File: config.mk
export PLATFORM = sky130hd
export DESIGN_NAME = double_ended_queue_top
export DESIGN_NICKNAME = d
export VERILOG_FILES = /design/src/design/deq_pkg.sv /design/src/design/deq_ctrl.sv /design/src/design/deq_dp.sv /design/src/design/double_ended_queue_top.sv
export SDC_FILE = /design/constraint.sdc
export NUM_CORES = 1
export LEC_CHECK = 0
export BUFFER_PORTS_ARGS = -buffer_cell sky130_fd_sc_hd__buf_4
export CAP_MARGIN = 15
export CELL_PAD_IN_SITES_DETAIL_PLACEMENT = 1
export CELL_PAD_IN_SITES_GLOBAL_PLACEMENT = 2
export CORE_MARGIN = 5
export CORE_UTILIZATION = 41
export CTS_CLUSTER_SIZE = 30
export DETAILED_ROUTE_END_ITERATION = 12
export PLACE_DENSITY_LB_ADDON = 0.12
export SLEW_MARGIN = 10
export SYNTH_ARGS = -nofsm -noshare
export SYNTH_HDL_FRONTEND = slang
export SYNTH_SLANG_ARGS = --single-unit
File: constraint.sdc
create_clock -name clk -period 6.44 [get_ports clk]
set_clock_uncertainty 0.1 [all_clocks]
set_input_delay 0.966 -clock clk [delete_from_list [all_inputs] [get_ports clk]]
set_output_delay 0.966 -clock clk [all_outputs]
set_load 0.05 [all_outputs]
File: src/design/deq_pkg.sv
`default_nettype none
package deq_pkg;

	localparam int unsigned DATA_W = 32;

	typedef enum logic [1:0] {
		OP_PUSH_BACK  = 2'd0,
		OP_PUSH_FRONT = 2'd1,
		OP_POP_FRONT  = 2'd2,
		OP_POP_BACK   = 2'd3
	} op_t;

	typedef enum logic [1:0] {
		ST_OK        = 2'd0,
		ST_OVERFLOW  = 2'd1,
		ST_UNDERFLOW = 2'd2
	} status_t;

	localparam logic [DATA_W-1:0] MIN_VALUE = {1'b1, {(DATA_W-1){1'b0}}};

	typedef struct packed {
		logic load;
		logic exec;
	} deq_cmd_t;

endpackage
`default_nettype wire

File: src/design/deq_ctrl.sv
`default_nettype none
module deq_ctrl
	import deq_pkg::*;
(
	input  wire logic     clk,
	input  wire logic     arst_n,
	input  wire logic     start,
	output logic          busy,
	output logic          done,
	output deq_cmd_t      cmd
);

	typedef enum logic [1:0] {
		S_IDLE,
		S_EXEC,
		S_RESP
	} state_t;

	state_t state_q;
	logic   busy_q;
	logic   done_q;

	assign busy     = busy_q;
	assign done     = done_q;
	assign cmd.load = start & ~busy_q;
	assign cmd.exec = (state_q == S_EXEC);

	// The next operation may be taken while the previous result is on the ports.
	always_ff @(posedge clk or negedge arst_n) begin
		if (!arst_n) begin
			state_q <= S_IDLE;
			busy_q  <= 1'b0;
			done_q  <= 1'b0;
		end else begin
			unique case (state_q)
				S_IDLE: begin
					done_q <= 1'b0;
					if (start) begin
						state_q <= S_EXEC;
						busy_q  <= 1'b1;
					end
				end
				S_EXEC: begin
					state_q <= S_RESP;
					busy_q  <= 1'b0;
					done_q  <= 1'b1;
				end
				S_RESP: begin
					done_q <= 1'b0;
					if (start) begin
						state_q <= S_EXEC;
						busy_q  <= 1'b1;
					end else begin
						state_q <= S_IDLE;
					end
				end
				default: begin
					state_q <= S_IDLE;
					busy_q  <= 1'b0;
					done_q  <= 1'b0;
				end
			endcase
		end
	end

endmodule
`default_nettype wire

File: src/design/deq_dp.sv
`default_nettype none
module deq_dp
	import deq_pkg::*;
#(
	parameter int unsigned SLOTS = 16
)(
	input  wire logic                clk,
	input  wire logic                arst_n,
	input  wire deq_cmd_t            cmd,
	input  wire logic [1:0]          op,
	input  wire logic signed [31:0]  push_value,
	output logic signed [31:0]       pop_value,
	output logic [1:0]               status
);

	localparam int unsigned IW = (SLOTS > 1) ? $clog2(SLOTS) : 1;
	localparam logic [IW-1:0] LAST = IW'(SLOTS - 1);

	logic [DATA_W-1:0] mem [SLOTS];

	op_t               op_q;
	logic [DATA_W-1:0] val_q;
	logic [IW-1:0]     front_q;
	logic [IW-1:0]     back_q;
	logic [DATA_W-1:0] rd_q;
	status_t           st_q;

	logic [IW-1:0] front_inc, front_dec, back_inc, back_dec;
	logic          empty, full_back, full_front;
	logic          wr_en;
	logic [IW-1:0] wr_addr, rd_addr;

	assign front_inc  = (front_q == LAST) ? '0 : front_q + IW'(1);
	assign front_dec  = (front_q == '0) ? LAST : front_q - IW'(1);
	assign back_inc   = (back_q == LAST) ? '0 : back_q + IW'(1);
	assign back_dec   = (back_q == '0) ? LAST : back_q - IW'(1);
	assign empty      = (front_q == back_q);
	assign full_back  = (back_inc == front_q);
	assign full_front = (front_dec == back_q);

	always_comb begin
		wr_en   = 1'b0;
		wr_addr = back_q;
		rd_addr = front_q;
		unique case (op_q)
			OP_PUSH_BACK: begin
				wr_en   = cmd.exec & ~full_back;
				wr_addr = back_q;
			end
			OP_PUSH_FRONT: begin
				wr_en   = cmd.exec & ~full_front;
				wr_addr = front_dec;
			end
			OP_POP_FRONT: rd_addr = front_q;
			OP_POP_BACK:  rd_addr = back_dec;
			default: ;
		endcase
	end

	always_ff @(posedge clk) begin
		if (wr_en) begin
			mem[wr_addr] <= val_q;
		end
		if (cmd.exec) begin
			rd_q <= mem[rd_addr];
		end
		if (cmd.load) begin
			op_q  <= op_t'(op);
			val_q <= push_value;
		end
	end

	always_ff @(posedge clk or negedge arst_n) begin
		if (!arst_n) begin
			front_q <= '0;
			back_q  <= '0;
			st_q    <= ST_OK;
		end else if (cmd.exec) begin
			unique case (op_q)
				OP_PUSH_BACK: begin
					if (full_back) begin
						st_q <= ST_OVERFLOW;
					end else begin
						st_q   <= ST_OK;
						back_q <= back_inc;
					end
				end
				OP_PUSH_FRONT: begin
					if (full_front) begin
						st_q <= ST_OVERFLOW;
					end else begin
						st_q    <= ST_OK;
						front_q <= front_dec;
					end
				end
				OP_POP_FRONT: begin
					if (empty) begin
						st_q <= ST_UNDERFLOW;
					end else begin
						st_q    <= ST_OK;
						front_q <= front_inc;
					end
				end
				OP_POP_BACK: begin
					if (empty) begin
						st_q <= ST_UNDERFLOW;
					end else begin
						st_q   <= ST_OK;
						back_q <= back_dec;
					end
				end
				default: st_q <= ST_OK;
			endcase
		end
	end

	always_comb begin
		if (st_q == ST_UNDERFLOW) begin
			pop_value = signed'(MIN_VALUE);
		end else if (st_q == ST_OK && (op_q == OP_POP_FRONT || op_q == OP_POP_BACK)) begin
			pop_value = signed'(rd_q);
		end else begin
			pop_value = '0;
		end
	end

	assign status = st_q;

endmodule
`default_nettype wire

File: src/design/double_ended_queue_top.sv
// Double-ended queue held in a ring memory of SLOTS entries (SLOTS-1 usable).
// Command channel: op and push_value are taken at a rising edge where start is
// high and busy is low. op selects push back, push front, pop front or pop back.
// Result channel: done is high for exactly one cycle with pop_value and status.
// status is ok, overflow (push dropped, queue unchanged) or underflow (nothing
// removed, pop_value is the most negative value). pop_value is zero for pushes.
// The accepting edge moves the controller into its execute state, in which the
// memory access and index update act on the registered command; done rises
// as it moves on to the result state, and the result beat is taken at the edge
// that ends that state. Commands are not taken while busy is high, which the
// controller holds in the execute state; a new command may be taken in the
// same cycle its predecessor's result is on the ports, since busy is low then.
// Reset empties the queue: both indices go to zero, no result is pending.
// Memory contents are not cleared and no clearing pass runs.
// The receiver cannot stall: each result beat is valid only while done is high.
`default_nettype none
module double_ended_queue_top
	import deq_pkg::*;
#(
	parameter int unsigned SLOTS = 16
)(
	input  wire logic               clk,
	input  wire logic               arst_n,
	input  wire logic               start,
	output logic                    busy,
	input  wire logic [1:0]         op,
	input  wire logic signed [31:0] push_value,
	output logic                    done,
	output logic signed [31:0]      pop_value,
	output logic [1:0]              status
);

	deq_cmd_t cmd;

	deq_ctrl u_ctrl (
		.clk   (clk),
		.arst_n(arst_n),
		.start (start),
		.busy  (busy),
		.done  (done),
		.cmd   (cmd)
	);

	deq_dp #(
		.SLOTS(SLOTS)
	) u_dp (
		.clk       (clk),
		.arst_n    (arst_n),
		.cmd       (cmd),
		.op        (op),
		.push_value(push_value),
		.pop_value (pop_value),
		.status    (status)
	);

endmodule
`default_nettype wire
==> flow_metrics.env, run 1 <==
export IMPL_maxCapViolCount=0
export IMPL_ir_drop_mv=0.226
export IMPL_die_area_mm2=0.0621
export IMPL_cts_root_buf="clkbuf_16"
export IMPL_met1Wirelength_mm=28.9
export IMPL_period_needed_ns=4.26
export IMPL_timing_hold_violations_final=0
export IMPL_final_common_cell="edfxtp_1"
export IMPL_cts_htree_levels=2
export IMPL_wl_met2_mm=30.7
export IMPL_grt_max_degree=88
export IMPL_cts_resized=0
export IMPL_worst_path_buf_inv=2
export IMPL_holdCritPathClass="in2async"
export IMPL_ant_nets=0
export IMPL_layout_common_cells="578 x edfxtp_1, 291 x nand2_1, 118 x buf_4"
export IMPL_setup_violations=0
export IMPL_crit_fanout=71
export IMPL_final_nets=1704
export IMPL_drt_pass1_iter_count=5
export IMPL_fillers=5447
export IMPL_slew_headroom=0.368
export IMPL_die_width_um=249
export IMPL_wl_per_cell_um=25.8
export IMPL_globalplace_congestion=0.778
export IMPL_fp_dieH_um=249
export IMPL_route_detailed_drc=0
export IMPL_rows=87
export IMPL_cts_sinks=592
export IMPL_p_per_area_mw_per_mm2=430
export IMPL_grt_usage=0.200
export IMPL_clockBufferDepth=3
export IMPL_synth_edf_count=578
export IMPL_maxSlewViolCount=0
export IMPL_p_leak_nw=9.13
export IMPL_postCtsSetupRepairBufs=0
export IMPL_setup_slack_ns=2.18
export IMPL_worst_slew_pin_slew_ns=0.948
export IMPL_post_dp_hpwl_mm=35.5
export IMPL_syn_nets=1628
export IMPL_start_kind="register"
export IMPL_syn_area_mm2=0.0235
export IMPL_rsz0062_at_grt="no"
export IMPL_vias=13986
export IMPL_io_buffers=72
export IMPL_wl_met3_mm=2.42
export IMPL_cts_tree="built"
export IMPL_ioPinCount=73
export IMPL_numCtsBuffers=61
export IMPL_start_util=0.415
export IMPL_synth_avg_cell_area_um2=14.8
export IMPL_wl_mm=63.7
export IMPL_cp_arrival_ns=4.51
export IMPL_critPathMaxStageDelay_ns=0.72
export IMPL_crit_chain="inv_1 > ha_1 > nand2_2 > nand2_4 > buf_4 > a211oi_1 > a311oi_1 > o21ai_0 > o31ai_1"
export IMPL_fmax_ghz=0.235
export IMPL_grt_antenna_before_repair=0
export IMPL_viasPerCell=5.68
export IMPL_drive_above_1_share=0.152
export IMPL_ys_types=70
export IMPL_cts_hold_fix_buffers=0
export IMPL_synth_top_flop_cell="edfxtp_1"
export IMPL_dp_slack_ns=2.17
export IMPL_critical_path_class="reg2reg"
export IMPL_globalRouteOverflowTotal=0
export IMPL_n_antenna_cell=0
export IMPL_grt_pass1_wl_mm=95.5
export IMPL_clkSlewWorstSetupHoldPaths_ns=0.06
export IMPL_ys_warn_count=0
export IMPL_synthCells=1583
export IMPL_synth_seq_cells=592
export IMPL_async_flop_share=0.0236
export IMPL_grt_pass1_vias=14684
export IMPL_critical_path_top_delay_family="simple AND/OR/NAND/NOR gates"
export IMPL_core_area_mm2=0.0565
export IMPL_run_status="completed"
export IMPL_ys_seq_area_frac=0.755
export IMPL_insertion_delay_ns=0.63
export IMPL_worstSetupEndpointType="register"
export IMPL_first_iter_violations=964
export IMPL_areaGrowthSynthToFinish_pct=15.3
export IMPL_required_ns=6.70
export IMPL_cp_slowest_cell="nand2_4"
export IMPL_top_layer="met4"
export IMPL_finalSetupTns_ns=0
export IMPL_min_period_over_period=0.661
## worst reg2reg max path: stages, from the launching register on
cell      delay (ns)
dfrtp_1         0.60
inv_1           0.16
ha_1            0.40
nand2_2         0.69
nand2_4         0.74
buf_4           0.52
a211oi_1        0.32
a311oi_1        0.09
o21ai_0         0.26
o31ai_1         0.10
## where the power goes
group / leakage [nW] / total, W / internal, W / switching, W
Sequential: 5.40 / 0.00470 / 0.00449 / 0.000209
Combinational: 2.77 / 0.00346 / 0.00113 / 0.00233
Clock: 0.964 / 0.00347 / 0.00200 / 0.00147
Total: 9.13 / 0.0116 / 0.00762 / 0.00401
## cell usage after synthesis (all sizes together), types with 2 or more instances
| library cell | n | area [µm²] |
|---|---|---|
| o21ai | 21 | 109 |
| and2 | 33 | 206 |
| nor2 | 17 | 66.3 |
| nand3b | 2 | 15.0 |
| a41o | 2 | 20.0 |
| buf | 49 | 243 |
| o32ai | 2 | 17.5 |
| nand2b | 6 | 37.5 |
| nor3 | 13 | 65.1 |
| o22ai | 26 | 163 |
| a211oi | 63 | 478 |
| xor2 | 5 | 43.8 |
| nand3 | 55 | 275 |
| inv | 14 | 52.6 |
| a21oi | 70 | 362 |
| o31ai | 9 | 67.6 |
| xnor2 | 12 | 128 |
| o311a | 2 | 20.0 |
| dfrtp | 14 | 350 |
| edfxtp | 578 | 17400 |
| a32oi | 3 | 26.3 |
| mux2 | 2 | 26.3 |
| and3 | 40 | 250 |
| nor2b | 3 | 18.8 |
| a32o | 16 | 160 |
| nand2 | 293 | 1100 |
| a221o | 22 | 220 |
| nor4 | 2 | 27.5 |
| a21o | 2 | 15.0 |
| a31oi | 28 | 175 |
| ha | 8 | 100 |
| mux2i | 25 | 250 |
| a311oi | 39 | 342 |
| or2 | 3 | 18.8 |
| mux4 | 2 | 45.0 |
| o2bb2ai | 23 | 201 |
| clkbuf | 59 | 221 |
## registers in the layout, indices dropped and copies added (netlist names), 2 cells and up
signal,count
u_dp.op_q,2
u_dp.front_q,4
u_dp.val_q,32
u_dp.rd_q,32
u_dp.mem,512
u_dp.status,2
u_dp.back_q,4
u_ctrl.state_q,2
## cells by family after synthesis
family,Yosys count,share of synthesized area
flops,592,0.755
simple gates,471,0.0905
compound gates,343,0.107
buf+inv,123,0.0222
mux,29,0.0137
xor+xnor,17,0.00731
fa+ha+maj,8,0.00427
## worst paths after layout
kind | startpoint | to | slack [ns] | cells past startpoint
max in group asynchronous | arst_n | u_dp.front_q[3] | 5.98 | 1
max reg2reg | u_dp.back_q[0] | u_dp.rd_q[15] | 2.18 | 9
min | arst_n | u_dp.back_q[2] | 0.08 | 1
min in group clk | u_ctrl.state_q[0] | u_ctrl.busy | 0.37 | 1
min reg2reg | u_ctrl.state_q[0] | u_ctrl.busy | 0.37 | 1
max | u_dp.back_q[0] | u_dp.rd_q[15] | 2.18 | 9
## per-layer routing
metal,vias to the layer above,GRT usage
li1,6279,-
met1,7329,0.278
met2,283,0.334
met3,95,0.0267
met4,0,0.0594
met5,-,0
## final cells by class
| class | count | area (µm²) | share of cell area |
|---|---|---|---|
| sequential | 592 | 17700 | 0.655 |
| multi-input combinational | 868 | 5450 | 0.201 |
| clock buffer | 74 | 1600 | 0.0590 |
| tap | 756 | 946 | 0.0350 |
| timing repair buffer | 121 | 941 | 0.0348 |
| clock inverter | 37 | 360 | 0.0133 |
| inverter | 15 | 56.3 | 0.00208 |
## metrics by stage
stage	hold WS (ns)	std cells	cell area [µm²]	utilization	power [W]
6_report	0.0835	2463	27100	0.479	0.0116
5_1_grt	0.0779	2463	27100	0.479	0.0122
4_1_cts	0.0506	2463	27100	0.479	0.0118
3_5_place_dp	0.364	2352	25100	0.444	0.00829
3_3_place_gp	0.350	2351	25100	0.444	0.00823
2_1_floorplan	0.325	1583	23500	-	0.00705
No activity file was read; power rests on OpenSTA's default activity.
==> inputs of run 2 (changes only) <==
==> constraint.sdc (replaced) <==
create_clock -name clk -period 4.2 [get_ports clk]
set_clock_uncertainty 0.1 [all_clocks]
set_input_delay 0.63 -clock clk [delete_from_list [all_inputs] [get_ports clk]]
set_output_delay 0.63 -clock clk [all_outputs]
set_load 0.05 [all_outputs]
==> run 2 against run 1 <==
  * First-iteration DRC count rose by 6.2%
  * Via count is 1.2% higher
  * Largest cell class unchanged
  * Final cell count up 0.85%
  * Sequential share of layout area fell by 1.1 points
  * Count of clock-buffer cells in the layout grew 11
  * Design area rose by 1.6%
  * Worst setup slack got worse by 1.6 ns
  * Register-to-register slack got worse by 1.5 ns
  * Critical path depth is 2 lower
  * Sequential power up 52%
==> flow_metrics.env, run 2 (synthesis results as in run 1) <==
export IMPL_rows=87
export IMPL_die_area_mm2=0.0621
export IMPL_io_buffers=72
export IMPL_r2r_start="u_dp.front_q[0]"
export IMPL_globalRouteOverflowTotal=0
export IMPL_wl_met2_mm=31.7
export IMPL_min_period_over_period=0.851
export IMPL_core_area_mm2=0.0565
export IMPL_run_status="completed"
export IMPL_met1Wirelength_mm=30.4
export IMPL_crit_chain="ha_1 > buf_4 > nor2_1 > nor3_2 > buf_4 > and2_1 > buf_4"
export IMPL_fillers=5447
export IMPL_cts_resized=0
export IMPL_grt_pass1_vias=14892
export IMPL_period_needed_ns=3.57
export IMPL_final_util=0.487
export IMPL_critical_path_class="reg2out"
export IMPL_final_nets=1725
export IMPL_areaGrowthSynthToFinish_pct=17.2
export IMPL_globalplace_congestion=0.787
export IMPL_grt_max_degree=123
export IMPL_post_dp_hpwl_mm=36.8
export IMPL_drt_pass1_iter_count=5
export IMPL_cp_slowest_cell="ha_1"
export IMPL_p_leak_nw=9.36
export IMPL_layout_common_cells="578 x edfxtp_1, 291 x nand2_1, 123 x buf_4"
export IMPL_drive_above_1_share=0.160
export IMPL_wl_mm=65.9
export IMPL_wl_met3_mm=2.35
export IMPL_wl_per_cell_um=26.5
export IMPL_cts_root_buf="clkbuf_16"
export IMPL_worst_slew_pin_slew_ns=1.15
export IMPL_top_register="u_dp.mem"
export IMPL_grt_antenna_before_repair=0
export IMPL_r2r_setup_slack_ns=0.66
export IMPL_vias=14154
export IMPL_rsz0062_at_grt="no"
export IMPL_start_kind="register"
export IMPL_critPathMaxStageDelay_ns=0.59
export IMPL_die_width_um=249
export IMPL_fp_dieH_um=249
export IMPL_cts_sinks=592
export IMPL_timing_hold_violations_final=0
export IMPL_slew_headroom=0.231
export IMPL_maxSlewViolCount=0
export IMPL_hold_path_end="u_dp.val_q[11]"
export IMPL_ioPinCount=73
export IMPL_largest_register_ffs=512
export IMPL_required_ns=3.47
export IMPL_reg_top3="u_dp.mem x512, u_dp.rd_q x32, u_dp.val_q x32"
export IMPL_crit_fanout=31
export IMPL_numCtsBuffers=67
export IMPL_r2r_end="u_dp.mem[3][24]"
export IMPL_worstSetupEndpointType="primary output"
export IMPL_hold_path_depth=1
export IMPL_ant_nets=0
export IMPL_ir_drop_mv=0.369
export IMPL_holdCritPathClass="in2reg"
export IMPL_crit_top_cell="buf_4"
export IMPL_start_util=0.415
export IMPL_grt_pass1_wl_mm=98.9
export IMPL_maxCapViolCount=0
export IMPL_setup_violations=0
export IMPL_final_common_cell="edfxtp_1"
export IMPL_viasPerCell=5.70
export IMPL_route_detailed_drc=0
export IMPL_fmax_ghz=0.280
export IMPL_grt_usage=0.210
export IMPL_finalPower_w=0.0186
export IMPL_cts_tree="built"
export IMPL_r2r_cells=8
export IMPL_first_iter_violations=1024
export IMPL_clkSlewWorstSetupHoldPaths_ns=0.06
export IMPL_top_layer="met4"
export IMPL_hp_start="push_value[11]"
export IMPL_cts_htree_levels=3
export IMPL_insertion_delay_ns=0.59
export IMPL_cp_arrival_ns=2.84
export IMPL_clockBufferDepth=3
export IMPL_p_per_area_mw_per_mm2=675
run 2: repair_timing:
item,CTS,global route
buffers inserted,0,0
endpoints found under the hold margin,14,0
hold buffers,1,0
run 2: worst max-delay path, delay by kind of cell, from the launching register on:
family,cells,cell delay (ns)
AND/OR/NAND/NOR,3,0.39
adder cells (fa/ha/maj),1,0.59
flip-flops,1,0.38
buffers and inverters,3,0.89
run 2: worst max path at each step:
stage	to	start	cells after the start
after floorplan	u_dp.mem[5][0]	u_dp.front_q[0]	7
after global placement	u_dp.mem[2][2]	u_dp.back_q[0]	8
after detailed placement	u_dp.mem[3][23]	u_dp.front_q[0]	8
after CTS	pop_value[6]	u_dp.op_q[0]	7
after global routing	pop_value[23]	u_dp.op_q[0]	7
final	pop_value[6]	u_dp.op_q[0]	7
run 2: layer usage:
metal  vias up  GRT usage
met5         -          0
met4         0     0.0546
met3        93     0.0290
met2       281      0.346
met1      7448      0.297
li1       6332          -
run 2: final cells by class:
| type | instances | area [µm²] | share of cell area |
|---|---|---|---|
| sequential | 592 | 17700 | 0.644 |
| multi-input combinational | 868 | 5470 | 0.199 |
| clock buffer | 85 | 1830 | 0.0665 |
| timing repair buffer | 136 | 1180 | 0.0430 |
| tap | 756 | 946 | 0.0344 |
| clock inverter | 31 | 302 | 0.0110 |
| inverter | 15 | 56.3 | 0.00205 |
| antenna | 1 | 2.50 | 0.0000910 |
run 2: metrics by stage:
stage | setup WS [ns] | TNS, ns | instance area [µm²] | hold slack [ns] | cells
3_3_place_gp | 0.728 | 0 | 25300 | 0.352 | 2365
6_report | 0.627 | 0 | 27500 | 0.108 | 2484
5_1_grt | 0.379 | 0 | 27500 | 0.0738 | 2483
2_1_floorplan | -0.422 | -75.74 | 23500 | 0.234 | 1583
3_5_place_dp | 0.637 | 0 | 25400 | 0.355 | 2366
4_1_cts | 0.512 | 0 | 27500 | 0.0727 | 2483
run 2: where the power goes:
group / internal, W / switching [W]
Clock: 0.00344 / 0.00229
Combinational: 0.00192 / 0.00378
Sequential: 0.00689 / 0.000237
==> inputs of run 3 (changes only) <==
--- a/config.mk
+++ b/config.mk
@@ -5,7 +5,6 @@
 export SDC_FILE = /design/constraint.sdc
 export NUM_CORES = 1
 export LEC_CHECK = 0
-export BUFFER_PORTS_ARGS = -buffer_cell sky130_fd_sc_hd__buf_4
 export CAP_MARGIN = 15
 export CELL_PAD_IN_SITES_DETAIL_PLACEMENT = 1
 export CELL_PAD_IN_SITES_GLOBAL_PLACEMENT = 2
@@ -13,7 +12,9 @@
 export CORE_UTILIZATION = 41
 export CTS_CLUSTER_SIZE = 30
 export DETAILED_ROUTE_END_ITERATION = 12
+export DONT_BUFFER_PORTS = 1
 export PLACE_DENSITY_LB_ADDON = 0.12
+export REMOVE_ABC_BUFFERS = 1
 export SLEW_MARGIN = 10
 export SYNTH_ARGS = -nofsm -noshare
 export SYNTH_HDL_FRONTEND = slang
==> run 3 against run 2 <==
  * First-iteration DRC count rose by 10%
  * Worst setup slack got worse by 0.057 ns
  * Largest power group unchanged
  * Critical path depth decreased by 1
  * Global-route usage is 0.58 points lower
  * Sequential power up 1%
  * Final cell count decreased by 1.4%
  * Flip-flop and latch count stayed put
  * Register-to-register slack barely moved
  * Via count shrank 1.6%
  * Design area shrank 1.1%
  * Sequential share of layout area up 0.73 points
  * Worst hold slack lost 0.073 ns
  * Largest cell class unchanged
  * Critical path type unchanged
==> flow_metrics.env, run 3 (synthesis results as in run 1) <==
export IMPL_clockBufferDepth=3
export IMPL_io_buffers=0
export IMPL_wl_mm=64.7
export IMPL_fp_dieH_um=249
export IMPL_setup_slack_ns=0.570
export IMPL_rows=87
export IMPL_numCtsBuffers=66
export IMPL_grt_pass1_wl_mm=96.3
export IMPL_grt_util_met3=0.0327
export IMPL_holdCritPathClass="in2reg"
export IMPL_hold_path_end="u_dp.val_q[9]"
export IMPL_globalRouteOverflowTotal=0
export IMPL_top_register="u_dp.mem"
export IMPL_postCtsSetupRepairBufs=0
export IMPL_start_kind="register"
export IMPL_cp_arrival_ns=2.90
export IMPL_rsz0062_at_grt="no"
export IMPL_p_per_area_mw_per_mm2=673
export IMPL_use_met1=0.296
export IMPL_dp_cells=2301
export IMPL_crit_fanout=19
export IMPL_largest_register_ffs=512
export IMPL_grt_antenna_before_repair=2
export IMPL_globalplace_congestion=0.800
export IMPL_grt_max_degree=94
export IMPL_first_iter_violations=1126
export IMPL_min_period_over_period=0.864
export IMPL_run_status="completed"
export IMPL_busiest_layer="met2"
export IMPL_drt_pass1_iter_count=5
export IMPL_wl_per_cell_um=26.4
export IMPL_layout_common_cells="578 x edfxtp_1, 291 x nand2_1, 68 x a21oi_1, 68 x clkbuf_16, 62 x a211oi_1"
export IMPL_seqPwrFrac=0.394
export IMPL_viasPerCell=5.69
export IMPL_seqCellArea_mm2=0.0177
export IMPL_vias=13927
export IMPL_slew_headroom=0.422
export IMPL_die_area_mm2=0.0621
export IMPL_worstSetupEndpointType="primary output"
export IMPL_critical_path_top_delay_family="simple AND/OR/NAND/NOR gates"
export IMPL_r2r_cells=9
export IMPL_internal_power_w=0.0120
export IMPL_r2r_end="u_dp.mem[2][11]"
export IMPL_worst_slew_pin_slew_ns=0.867
export IMPL_post_dp_cell_area_mm2=0.0248
export IMPL_critical_path_class="reg2out"
export IMPL_grt_pass1_vias=14456
export IMPL_final_nets=1688
export IMPL_die_width_um=249
export IMPL_swShare=0.346
export IMPL_crit_chain="ha_1 > buf_4 > nor2_1 > nor3_2 > buf_4 > and2_1"
export IMPL_p_leak_nw=9.08
export IMPL_clkSlewWorstSetupHoldPaths_ns=0.06
export IMPL_final_common_cell="edfxtp_1"
export IMPL_fmax_ghz=0.275
export IMPL_worst_path_buf_inv=2
export IMPL_cts_htree_levels=3
export IMPL_timing_hold_violations_final=0
export IMPL_maxCapViolCount=0
export IMPL_required_ns=3.47
export IMPL_ioPinCount=73
export IMPL_hold_path_depth=0
export IMPL_cts_root_buf="clkbuf_16"
export IMPL_reg_top3="u_dp.mem x512, u_dp.rd_q x32, u_dp.val_q x32"
export IMPL_hp_start="push_value[9]"
export IMPL_critPathMaxStageDelay_ns=0.53
export IMPL_crit_top_cell="buf_4"
export IMPL_fin_area_mm2=0.0272
export IMPL_p_clk_frac=0.307
export IMPL_core_area_mm2=0.0565
export IMPL_final_util=0.481
export IMPL_ir_drop_mv=0.545
export IMPL_cp_slowest_cell="ha_1"
export IMPL_insertion_delay_ns=0.60
export IMPL_drive_above_1_share=0.126
export IMPL_setup_violations=0
export IMPL_cts_tree="built"
export IMPL_cts_sinks=592
export IMPL_r2r_setup_slack_ns=0.67
export IMPL_ant_nets=0
export IMPL_route_detailed_drc=0
export IMPL_combPwrFrac=0.299
export IMPL_dp_slack_ns=0.662
export IMPL_final_cells=2449
export IMPL_grtUsageMet2=0.327
export IMPL_multi_input_area_mm2=0.00543
export IMPL_r2r_start="u_dp.front_q[0]"
export IMPL_areaGrowthSynthToFinish_pct=15.9
export IMPL_start_util=0.415
export IMPL_grt_usage=0.204
export IMPL_period_needed_ns=3.63
export IMPL_p_sw_w=0.00633
export IMPL_post_dp_hpwl_mm=37.0
export IMPL_fillers=5464
export IMPL_maxSlewViolCount=0
==> run 3: metrics by stage <==
stage	power [W]	setup TNS (ns)	hold WS, ns
after CTS	0.0185	0	0.0000882
after floorplan	0.0107	-194.26	0.234
final	0.0183	0	0.0352
after detailed placement	0.0128	0	0.235
after global routing	0.0192	0	0.000355
after global placement	0.0127	0	0.235
==> run 3: layout make-up <==
class                      count  area share
antenna                        1   0.0000920
clock buffer                  76      0.0637
clock inverter                41      0.0132
inverter                      15     0.00207
multi-input combinational    868       0.200
sequential                   592       0.651
tap                          756      0.0348
timing repair buffer         100      0.0350
==> run 3: how the worst max path moves through the flow <==
stage	start	end	slack, ns	cells after the start
after global placement	u_dp.op_q[0]	u_dp.rd_q[0]	0.74	9
after detailed placement	u_dp.front_q[0]	u_dp.mem[2][20]	0.66	9
after floorplan	u_dp.back_q[0]	u_dp.rd_q[19]	-2.70	7
after global routing	u_dp.op_q[0]	pop_value[12]	0.40	6
after CTS	u_dp.op_q[1]	pop_value[12]	0.49	6
final	u_dp.op_q[0]	pop_value[12]	0.57	6
==> run 3: power by group through the flow <==
| stage | registers (W) | logic, W | clock network [W] |
|---|---|---|---|
| after global routing | 0.00724 | 0.00593 | 0.00600 |
| final | 0.00721 | 0.00548 | 0.00561 |
| after floorplan | 0.00722 | 0.00349 | 0 |
| after global placement | 0.00732 | 0.00541 | 0 |
| after CTS | 0.00721 | 0.00553 | 0.00575 |
| after detailed placement | 0.00732 | 0.00549 | 0 |
==> run 3: layer usage <==
layer / vias to the layer above / share of wire
met1: 7297 / 0.46
met5: - / 0
li1: 6250 / -
met2: 301 / 0.48
met4: 0 / 0.020
met3: 79 / 0.041
==> run 3: repair_timing <==
action                                 CTS  global route
hold buffers                            28             2
endpoints found under the hold margin   41             2
resized for setup                        0             0
